$ cat src/hdl/iltab_pkg.sv
// Shared constants, codes and types for the indexed list table engine.
`default_nettype none

package iltab_pkg;

   // List capacity and the widths that follow from it
   localparam int LIST_DEPTH = 64;
   localparam int ADDR_W     = $clog2(LIST_DEPTH);
   localparam int CNT_W      = $clog2(LIST_DEPTH + 1);

   // Fixed word field widths
   localparam int INDEX_W  = 6;
   localparam int VALUE_W  = 32;
   localparam int FILL_W   = 7;
   localparam int STATUS_W = 2;
   localparam int KIND_W   = 2;

   // Common width for index/count compares and low-bit extraction
   localparam int WIDE_W = (CNT_W > FILL_W) ? CNT_W : FILL_W;

   typedef enum logic [KIND_W-1:0] {
      REQ_FIND   = 2'd0,
      REQ_MODIFY = 2'd1,
      REQ_APPEND = 2'd2,
      REQ_REMOVE = 2'd3
   } req_kind_type;

   typedef enum logic [STATUS_W-1:0] {
      STAT_OK        = 2'd0,
      STAT_NOT_FOUND = 2'd1,
      STAT_BAD_INDEX = 2'd2,
      STAT_FULL      = 2'd3
   } status_type;

   typedef enum logic [2:0] {
      ST_IDLE,
      ST_FIND,
      ST_MOD_WR,
      ST_REM_CAP,
      ST_REM_MOVE,
      ST_DONE
   } state_type;

   // Control word from the sequencer to the list store
   typedef struct packed {
      logic               wr_en;
      logic [ADDR_W-1:0]  wr_addr;
      logic [VALUE_W-1:0] wr_data;
      logic               rd_en;
      logic [ADDR_W-1:0]  rd_addr;
   } mem_ctrl_type;

endpackage

`default_nettype wire

$ cat src/hdl/iltab_list.sv
// List entry store with registered read port and the shared key comparator.
`default_nettype none

module iltab_list (
   input  wire logic                            clock,
   input  wire iltab_pkg::mem_ctrl_type         ctrl,
   input  wire logic [iltab_pkg::VALUE_W-1:0]   key,
   output logic      [iltab_pkg::VALUE_W-1:0]   rd_data,
   output logic                                 rd_match
);

   logic [iltab_pkg::VALUE_W-1:0] entries_ff [iltab_pkg::LIST_DEPTH];
   logic [iltab_pkg::VALUE_W-1:0] rd_data_ff;

   // one write, one registered read per cycle
   always_ff @(posedge clock) begin
      if (ctrl.wr_en) begin
         entries_ff[ctrl.wr_addr] <= ctrl.wr_data;
      end
      if (ctrl.rd_en) begin
         rd_data_ff <= entries_ff[ctrl.rd_addr];
      end
   end

   // equality compare against the search key
   assign rd_data  = rd_data_ff;
   assign rd_match = (rd_data_ff == key);

endmodule

`default_nettype wire

$ cat src/hdl/indexed_list_table_engine.sv
// Top level: request sequencer, fill count and result register of the list engine.
//
//   channel | direction | ports                                      | handshake
//   req     | in        | req_type, req_entry_index, req_entry_value | req_valid / req_stall
//   rsp     | out       | rsp_status, rsp_found_index,               | rsp_valid / rsp_stall
//           |           | rsp_old_value, rsp_fill_count              |
//
// One request at a time; the list memory's single read port sets the pace.
// Append writes at once; modify reads, then overwrites in place; find scans the
// entries up to the hit; remove shifts the entries above the index down one place.
// Synchronous reset empties the list; entry contents are not cleared.
// A stalled result holds in the output register; the next request is taken
// meanwhile and waits in its final step until the register frees up.
`default_nettype none

module indexed_list_table_engine (
   input  wire logic                                   clock,
   input  wire logic                                   reset,
   // request channel
   input  wire logic                                   req_valid,
   output logic                                        req_stall,
   input  wire logic        [iltab_pkg::KIND_W-1:0]    req_type,
   input  wire logic        [iltab_pkg::INDEX_W-1:0]   req_entry_index,
   input  wire logic signed [iltab_pkg::VALUE_W-1:0]   req_entry_value,
   // response channel
   output logic                                        rsp_valid,
   input  wire logic                                   rsp_stall,
   output logic             [iltab_pkg::STATUS_W-1:0]  rsp_status,
   output logic             [iltab_pkg::INDEX_W-1:0]   rsp_found_index,
   output logic signed      [iltab_pkg::VALUE_W-1:0]   rsp_old_value,
   output logic             [iltab_pkg::FILL_W-1:0]    rsp_fill_count
);

   localparam int CW = iltab_pkg::CNT_W;
   localparam int AW = iltab_pkg::ADDR_W;
   localparam int WW = iltab_pkg::WIDE_W;
   localparam int VW = iltab_pkg::VALUE_W;
   localparam int IW = iltab_pkg::INDEX_W;
   localparam int FW = iltab_pkg::FILL_W;

   iltab_pkg::state_type    state_ff, state_in;
   logic [CW-1:0]           count_ff, count_in;
   logic [CW-1:0]           ptr_ff, ptr_in;
   logic                    chk_ff, chk_in;
   logic [VW-1:0]           key_ff, key_in;
   iltab_pkg::status_type   res_status_ff, res_status_in;
   logic [IW-1:0]           res_found_ff, res_found_in;
   logic [VW-1:0]           res_old_ff, res_old_in;

   logic                    rsp_valid_ff, rsp_valid_in;
   logic [1:0]              rsp_status_ff, rsp_status_in;
   logic [IW-1:0]           rsp_found_ff, rsp_found_in;
   logic [VW-1:0]           rsp_old_ff, rsp_old_in;
   logic [FW-1:0]           rsp_fill_ff, rsp_fill_in;

   iltab_pkg::mem_ctrl_type mem_ctrl;
   logic [VW-1:0]           rd_data;
   logic                    rd_match;

   logic                    accept;
   logic                    out_free;
   logic [WW-1:0]           idx_wide;
   logic                    idx_ok;
   logic [CW-1:0]           ptr_next;
   logic [CW-1:0]           ptr_next2;
   logic [WW-1:0]           hit_wide;

   iltab_list u_list (
      .clock    (clock),
      .ctrl     (mem_ctrl),
      .key      (key_ff),
      .rd_data  (rd_data),
      .rd_match (rd_match)
   );

   // handshake and shared helpers
   assign req_stall = (state_ff != iltab_pkg::ST_IDLE);
   assign accept    = req_valid && !req_stall;
   assign out_free  = !rsp_valid_ff || !rsp_stall;
   assign idx_wide  = WW'(req_entry_index);
   assign idx_ok    = (idx_wide < WW'(count_ff));
   assign ptr_next  = CW'(ptr_ff + CW'(1));
   assign ptr_next2 = CW'(ptr_ff + CW'(2));
   assign hit_wide  = WW'(CW'(ptr_ff - CW'(1)));

   // sequencer: next state, memory control and result building
   always_comb begin
      state_in      = state_ff;
      count_in      = count_ff;
      ptr_in        = ptr_ff;
      chk_in        = chk_ff;
      key_in        = key_ff;
      res_status_in = res_status_ff;
      res_found_in  = res_found_ff;
      res_old_in    = res_old_ff;
      rsp_valid_in  = rsp_valid_ff && rsp_stall;
      rsp_status_in = rsp_status_ff;
      rsp_found_in  = rsp_found_ff;
      rsp_old_in    = rsp_old_ff;
      rsp_fill_in   = rsp_fill_ff;
      mem_ctrl      = '0;

      unique case (state_ff)
         iltab_pkg::ST_IDLE: begin
            if (accept) begin
               key_in        = req_entry_value;
               res_found_in  = '0;
               res_old_in    = '0;
               res_status_in = iltab_pkg::STAT_OK;
               unique case (iltab_pkg::req_kind_type'(req_type))
                  iltab_pkg::REQ_FIND: begin
                     ptr_in   = '0;
                     chk_in   = 1'b0;
                     state_in = iltab_pkg::ST_FIND;
                  end
                  iltab_pkg::REQ_MODIFY: begin
                     if (idx_ok) begin
                        mem_ctrl.rd_en   = 1'b1;
                        mem_ctrl.rd_addr = idx_wide[AW-1:0];
                        ptr_in           = CW'(idx_wide);
                        state_in         = iltab_pkg::ST_MOD_WR;
                     end else begin
                        res_status_in = iltab_pkg::STAT_BAD_INDEX;
                        state_in      = iltab_pkg::ST_DONE;
                     end
                  end
                  iltab_pkg::REQ_APPEND: begin
                     if (count_ff < CW'(iltab_pkg::LIST_DEPTH)) begin
                        mem_ctrl.wr_en   = 1'b1;
                        mem_ctrl.wr_addr = count_ff[AW-1:0];
                        mem_ctrl.wr_data = req_entry_value;
                        count_in         = CW'(count_ff + CW'(1));
                     end else begin
                        res_status_in = iltab_pkg::STAT_FULL;
                     end
                     state_in = iltab_pkg::ST_DONE;
                  end
                  iltab_pkg::REQ_REMOVE: begin
                     if (idx_ok) begin
                        mem_ctrl.rd_en   = 1'b1;
                        mem_ctrl.rd_addr = idx_wide[AW-1:0];
                        ptr_in           = CW'(idx_wide);
                        state_in         = iltab_pkg::ST_REM_CAP;
                     end else begin
                        res_status_in = iltab_pkg::STAT_BAD_INDEX;
                        state_in      = iltab_pkg::ST_DONE;
                     end
                  end
                  default: begin
                     state_in = iltab_pkg::ST_IDLE;
                  end
               endcase
            end
         end

         // walk: read one entry per cycle, check the one read last cycle
         iltab_pkg::ST_FIND: begin
            priority if (chk_ff && rd_match) begin
               res_status_in = iltab_pkg::STAT_OK;
               res_found_in  = hit_wide[IW-1:0];
               chk_in        = 1'b0;
               state_in      = iltab_pkg::ST_DONE;
            end else if (ptr_ff < count_ff) begin
               mem_ctrl.rd_en   = 1'b1;
               mem_ctrl.rd_addr = ptr_ff[AW-1:0];
               ptr_in           = ptr_next;
               chk_in           = 1'b1;
            end else begin
               res_status_in = iltab_pkg::STAT_NOT_FOUND;
               chk_in        = 1'b0;
               state_in      = iltab_pkg::ST_DONE;
            end
         end

         // old value is back; overwrite in place
         iltab_pkg::ST_MOD_WR: begin
            res_old_in       = rd_data;
            mem_ctrl.wr_en   = 1'b1;
            mem_ctrl.wr_addr = ptr_ff[AW-1:0];
            mem_ctrl.wr_data = key_ff;
            state_in         = iltab_pkg::ST_DONE;
         end

         // capture removed value, start the shift if entries follow
         iltab_pkg::ST_REM_CAP: begin
            res_old_in = rd_data;
            if (ptr_next < count_ff) begin
               mem_ctrl.rd_en   = 1'b1;
               mem_ctrl.rd_addr = ptr_next[AW-1:0];
               state_in         = iltab_pkg::ST_REM_MOVE;
            end else begin
               count_in = CW'(count_ff - CW'(1));
               state_in = iltab_pkg::ST_DONE;
            end
         end

         // move entry ptr+1 down to ptr, prefetch the next one
         iltab_pkg::ST_REM_MOVE: begin
            mem_ctrl.wr_en   = 1'b1;
            mem_ctrl.wr_addr = ptr_ff[AW-1:0];
            mem_ctrl.wr_data = rd_data;
            ptr_in           = ptr_next;
            if (ptr_next2 < count_ff) begin
               mem_ctrl.rd_en   = 1'b1;
               mem_ctrl.rd_addr = ptr_next2[AW-1:0];
            end else begin
               count_in = CW'(count_ff - CW'(1));
               state_in = iltab_pkg::ST_DONE;
            end
         end

         // hand the word to the output register once it is free
         iltab_pkg::ST_DONE: begin
            if (out_free) begin
               rsp_valid_in  = 1'b1;
               rsp_status_in = res_status_ff;
               rsp_found_in  = res_found_ff;
               rsp_old_in    = res_old_ff;
               rsp_fill_in   = FW'(WW'(count_ff));
               state_in      = iltab_pkg::ST_IDLE;
            end
         end

         default: begin
            state_in = iltab_pkg::ST_IDLE;
         end
      endcase
   end

   // control registers
   always_ff @(posedge clock) begin
      if (reset) begin
         state_ff     <= iltab_pkg::ST_IDLE;
         count_ff     <= '0;
         chk_ff       <= 1'b0;
         rsp_valid_ff <= 1'b0;
      end else begin
         state_ff     <= state_in;
         count_ff     <= count_in;
         chk_ff       <= chk_in;
         rsp_valid_ff <= rsp_valid_in;
      end
   end

   // payload registers
   always_ff @(posedge clock) begin
      ptr_ff        <= ptr_in;
      key_ff        <= key_in;
      res_status_ff <= res_status_in;
      res_found_ff  <= res_found_in;
      res_old_ff    <= res_old_in;
      rsp_status_ff <= rsp_status_in;
      rsp_found_ff  <= rsp_found_in;
      rsp_old_ff    <= rsp_old_in;
      rsp_fill_ff   <= rsp_fill_in;
   end

   assign rsp_valid       = rsp_valid_ff;
   assign rsp_status      = rsp_status_ff;
   assign rsp_found_index = rsp_found_ff;
   assign rsp_old_value   = rsp_old_ff;
   assign rsp_fill_count  = rsp_fill_ff;

`ifndef NO_ASSERTIONS
   // fill count stays within capacity
   a_count_cap: assert property (@(posedge clock) disable iff (reset)
      count_ff <= CW'(iltab_pkg::LIST_DEPTH))
      else $error("fill count above capacity");

   // fill count moves by at most one per cycle
   a_count_step: assert property (@(posedge clock) disable iff (reset)
      (!$past(reset) && (count_ff != $past(count_ff))) |->
         ((count_ff == CW'($past(count_ff) + CW'(1))) ||
          (count_ff == CW'($past(count_ff) - CW'(1)))))
      else $error("fill count jumped");

   // an accepted request always leaves idle
   a_accept_busy: assert property (@(posedge clock) disable iff (reset)
      accept |=> (state_ff != iltab_pkg::ST_IDLE))
      else $error("request accepted without starting work");

   // a new response only comes from the final step
   a_rsp_src: assert property (@(posedge clock) disable iff (reset)
      (!$past(reset) && $rose(rsp_valid_ff)) |-> ($past(state_ff) == iltab_pkg::ST_DONE))
      else $error("response raised outside final step");
`endif

endmodule

`default_nettype wire

$ cat config.mk
export PLATFORM = sky130hd
export DESIGN_NAME = indexed_list_table_engine
export DESIGN_NICKNAME = d
export VERILOG_FILES = /design/src/hdl/iltab_pkg.sv /design/src/hdl/iltab_list.sv /design/src/hdl/indexed_list_table_engine.sv
export SDC_FILE = /design/constraint.sdc
export NUM_CORES = 2
export LEC_CHECK = 0
export BUFFER_PORTS_ARGS = -buffer_cell sky130_fd_sc_hd__buf_2
export CAP_MARGIN = 20
export CORE_MARGIN = 1
export CORE_UTILIZATION = 60
export DETAILED_ROUTE_END_ITERATION = 8
export PLACE_DENSITY = 0.81
export SYNTH_ARGS = -nofsm -noshare
export SYNTH_HDL_FRONTEND = slang
export SYNTH_SLANG_ARGS = --single-unit
$ cat constraint.sdc
create_clock -name clock -period 15.83 [get_ports clock]
set_clock_uncertainty 0.15 [all_clocks]
set_input_delay 3.166 -clock clock [delete_from_list [all_inputs] [get_ports clock]]
set_output_delay 3.166 -clock clock [all_outputs]
set_load 0.005 [all_outputs]
After elaboration in Yosys (flattened, before gate mapping)
Memories as Yosys holds them, arrays and structs flattened. A register that Yosys moved wholly into a read port is not among the register bits.
Index checks and enable logic that the tools add are counted.
- register bits after elaboration: 138
- RAM bits: 2048
- output and inout bits: 49
- logic and storage cells: 125
- memories kept: 1
- $add $sub $neg: 5
- magnitude comparators: 5
- equal/unequal tests: 22
- muxes and demuxes: 54
- reductions and logical operators: 25
- memory list (name ; depth ; width ; read ports ; clocked after memory_dff ; wr ports ; line ; source):
    u_list.entries_ff ; 64 ; 32 ; 1 ; 1 ; 1 ; iltab_list.sv:12 ; logic [iltab_pkg::VALUE_W-1:0] entries_ff [iltab_pkg::LIST_DEPTH];
- operators by type and width (operator ; number):
    39-bit one-hot mux with 3 select lines ; 1
    7-bit two-way mux ; 15
    39-bit two-way mux ; 2
    32-bit one-hot mux with 2 select lines ; 1
    46-bit two-way mux ; 1
    7-bit one-hot mux with 3 select lines ; 2
    32-bit equality test ; 1
    32-bit two-way mux ; 1
    7-bit one-hot mux with 4 select lines ; 1
    7-bit < comparator ; 3
    3-bit two-way mux ; 7
    3-bit one-hot mux with 6 select lines ; 1
    2-bit != test (second input constant) ; 8
    7-bit by 1-bit adder with 7-bit output (second input constant) ; 2
    7-bit one-hot mux with 2 select lines ; 1
    6-bit two-way mux ; 2
    3-bit one-hot mux with 4 select lines ; 1
    6-bit one-hot mux with 2 select lines ; 1
    6-bit AND reduction ; 2
    2-bit two-way mux ; 5
    1-bit two-way mux ; 9
    3-bit AND reduction ; 3
    3-bit nonzero test ; 3
    2-bit one-hot mux with 2 select lines ; 2
    23 further kinds ; 36

Depth between registers and ports, before layout
- word-level depth: 7
- depth in mapped cells: 21

Hierarchy
From an unflattened synthesis, not the netlist that was laid out.
- cell total of the unflattened synthesis: 3904
- area, all modules: 85824.8 um^2
- by module, submodules not included (module ; times used ; cells each ; area an instance (um^2) ; sequential area each (um^2)):
    iltab_list ; 1 ; 3367 ; 79184.7 ; 62459.9
    indexed_list_table_engine ; 1 ; 537 ; 6640.1 ; 4023.9

Worst setup path after synthesis
Ideal clock, no wire load.
- kind: input to register
- start: input port req_type[0] (netlist bit)
- end: memory u_list.entries_ff[40][0] (netlist bit), enable pin
- arrival time: 7.572 ns
- data required time: 15.179 ns
- setup slack: 7.607 ns
- stages: 7
- cells stage by stage: nor3b_1 and3_1 clkbuf_1 clkbuf_1 a22o_1 nand2_1 nor4_1
- word-level cells in the longest chain between the ends: 6
- ends and longest elaborated chain (what ; line ; source):
    start: declaration ; indexed_list_table_engine.sv:22 ; input wire logic [iltab_pkg::KIND_W-1:0] req_type,
    2-bit equality test (*) ; indexed_list_table_engine.sv:110 ; unique case (iltab_pkg::req_kind_type'(req_type))
    39-bit two-way mux (*) ; indexed_list_table_engine.sv:110 ;
    46-bit two-way mux (*) ; indexed_list_table_engine.sv:105 ; if (accept) begin
    39-bit one-hot mux with 3 select lines (*) ; indexed_list_table_engine.sv:103 ; unique case (state_ff)
    1-bit two-way mux ; iltab_list.sv:17 ; if (ctrl.wr_en) begin
    1-bit two-way mux (not written as such) ; iltab_list.sv:18 ; entries_ff[ctrl.wr_addr] <= ctrl.wr_data;
    end: declaration ; iltab_list.sv:12 ;
Mark *: on every way between the ends. The rest lies on a longest branch, timed or not.

Final worst setup path
- start: input port req_entry_index[1] (netlist bit)
- end: register u_list.rd_data_ff (netlist bit u_list.rd_data[1]), read port of u_list.entries_ff, data pin
- word-level cells in the longest chain between the ends: 5
- ends and longest elaborated chain (what ; line ; source):
    start: declaration ; indexed_list_table_engine.sv:23 ; input wire logic [iltab_pkg::INDEX_W-1:0] req_entry_index,
    6-bit by 7-bit < comparator with 1-bit output ; indexed_list_table_engine.sv:81 ; assign idx_ok = (idx_wide < WW'(count_ff));
    7-bit two-way mux (*) ; indexed_list_table_engine.sv:117, indexed_list_table_engine.sv:139 ;
    7-bit two-way mux (*) ; n/a ;
    46-bit two-way mux (*) ; indexed_list_table_engine.sv:105 ;
    7-bit one-hot mux with 4 select lines (*) ; indexed_list_table_engine.sv:103 ;
    end: declaration ; iltab_list.sv:13 ; logic [iltab_pkg::VALUE_W-1:0] rd_data_ff;
Marked as above.
A chain may end at the register's enable or synchronous reset.

==> qor.csv <==
metric,value,unit
post-route-period-util,55.9,%
power_density,198,nW/um^2
yosys_register_bits,2218,
final_common_cell,edfxtp_1,
worst_hold_slack,0.269,ns
ir_drop,0.196,mV
setup_viol,0,
worst-path-max-fanout,58,
async_flop_share,0,%
first_pass_iters,9,
max-slew-margin-rel,10.0,%
rsz0062_at_grt,false,
tritoncts,built,
clock_latency,0.84,ns
yosysWarnings,0,
hold_viol,0,
grt-ovfl-total,0,
grt_max_degree,168,
cts-buffers-inserted,201,
p_leak,33.0,nW
cts_num_sinks,2218,
fin_nets,6445,
row_count,140,
die_h,386,um
crit_arrival,9.26,ns
critPathLaunchType,primary input,
netlist_area,88400,sq um
synth_edf_count,2206,
synth-main-ff-cell,edfxtp_1,
worst_slew_pin_slew,1.35,ns
gp_congestion,0.922,
clockBufferDepth,3,
status,completed,
pre_cts_ws,6.29,ns
finalWirelength,254,mm
cts.clk_slew.worst_paths,0.06,ns
design_area,98200,sq um
synth.net_count,6355,
final_cell_mix,"edfxtp_1 (2206), nand2_1 (1505), nand3_1 (672)",
fill_cells,8980,
die-area,149000,sq um
track_usage,34.1,%
fin_ws,6.99,ns
min_path_type,reg -> reg,
coreArea,146000,sq um
cts_hold_buffers,0,
post_cts_buffers,0,
grt_pass1_vias,55600,
port-buffer-count,92,
ys_types,70,
grt_pass1_wl,365,mm
pin_count,93,
detailed_place.area,91600,sq um
ant_nets,0,
vias,57400,
antenna_found_initial,21,
wl_per_cell,30.1,um
drc,0,
final_cells,8465,
path_class,in -> reg,
syn_inst,6277,
cp.required,16.25,ns
cts_root_buf,clkbuf_16,
first_iter_violations,10300,
finalSetupTns,0,ns
maxCapViolCount,0,
max_freq,113,MHz
dp_hpwl,137,mm
ys_seq_area_share,75.2,%
htreeDepth,4,
fp.dieW,386,um
p_total,19.4,mW
vias_per_cell,6.78,
dpl.cell_count,8070,
drv_slew,0,
area_delta_synth_final,11.1,%
avgSynthCellArea,14.1,sq um
cts_resized,0,
cp-end-kind,flop,
drive_gt1_share,10.2,%
reg2reg_slack,7.54,ns
fin_util,67.3,%
start_util,60.6,%
fin_crit,8.84,ns
## final timing paths
| path | to | depth (start not counted) | from |
|---|---|---|---|
| max | u_list.rd_data[1]$_DFFE_PP_ | 15 | req_entry_index[1] |
| max reg2reg | u_list.rd_data[1]$_DFFE_PP_ | 19 | ptr_ff[0]$_DFFE_PP_ |
| min | rsp_old_value[2]$_DFFE_PP_ | 0 | res_old_ff[2]$_SDFFCE_PN0P_ |
| min reg2reg | rsp_old_value[2]$_DFFE_PP_ | 0 | res_old_ff[2]$_SDFFCE_PN0P_ |
## metal layers
layer | track usage, % | routed length (um) | up-vias
met3 | 10.1 | 41500 | 861
met2 | 51.2 | 113000 | 5093
met4 | 21.3 | 17700 | 18
li1 | - | - | 23600
met5 | 0 | 139 | -
met1 | 43.7 | 82000 | 27800
## flip-flops by register name, summed over array words and instances (netlist names), 7 cells and up
name               flops
u_list.entries_ff   2048
key_ff                32
res_old_ff            32
rsp_old_value         32
u_list.rd_data        32
count_ff               7
ptr_ff                 7
rsp_fill_count         7
## Yosys cell counts, types with 35 or more instances
library cell | instances | area share (%)
buf_1 | 35 | 0.15
o21ai_0 | 66 | 0.37
a32oi_1 | 90 | 0.89
and2_1 | 37 | 0.26
mux2i_1 | 393 | 4.4
buf_2 | 109 | 0.62
xnor2_1 | 40 | 0.40
inv_1 | 73 | 0.31
nor2_1 | 166 | 0.70
nand2_1 | 1505 | 6.4
edfxtp_1 | 2206 | 75
clkbuf_1 | 203 | 0.86
a21oi_1 | 105 | 0.59
nand3_1 | 672 | 3.8
nand4_1 | 122 | 0.86
and3_1 | 51 | 0.36
## kinds of logic after synthesis
kind of cell / synth area share (%)
xor gates and xnor gates: 0.436
DFF: 75.2
and+or+nand+nor: 13.0
muxes: 4.45
adders and majority gates: 0.490
buffers and inverters: 2.20
AOI/OAI and AO/OA: 4.24
## final cells by class
class | count | area, sq um | share of cell area [%]
flip-flops and latches | 2218 | 66500 | 67.7
repair buffers | 263 | 1980 | 2.01
inverters | 74 | 278 | 0.283
multi-input cells | 3609 | 20600 | 21.0
diodes | 8 | 20.0 | 0.0204
clock inverters | 121 | 1050 | 1.07
clock buffers | 255 | 5400 | 5.50
well taps | 1917 | 2400 | 2.44
## power by group
group / internal [mW] / switching (mW)
Clock: 2.70 / 2.10
Sequential: 7.55 / 0.286
Combinational: 1.69 / 5.08
## critical path, stage by stage
cell,delay (ns)
buf_2,0.11
ha_1,0.30
a211oi_1,0.53
o31ai_4,0.18
o32ai_4,0.42
a211o_4,0.58
buf_4,0.76
buf_4,0.79
buf_4,0.86
mux2i_1,0.27
mux2i_1,0.09
mux2i_1,0.25
o32ai_1,0.14
buf_4,0.16
or4_1,0.53
No activity file was read; power rests on OpenSTA's default activity.
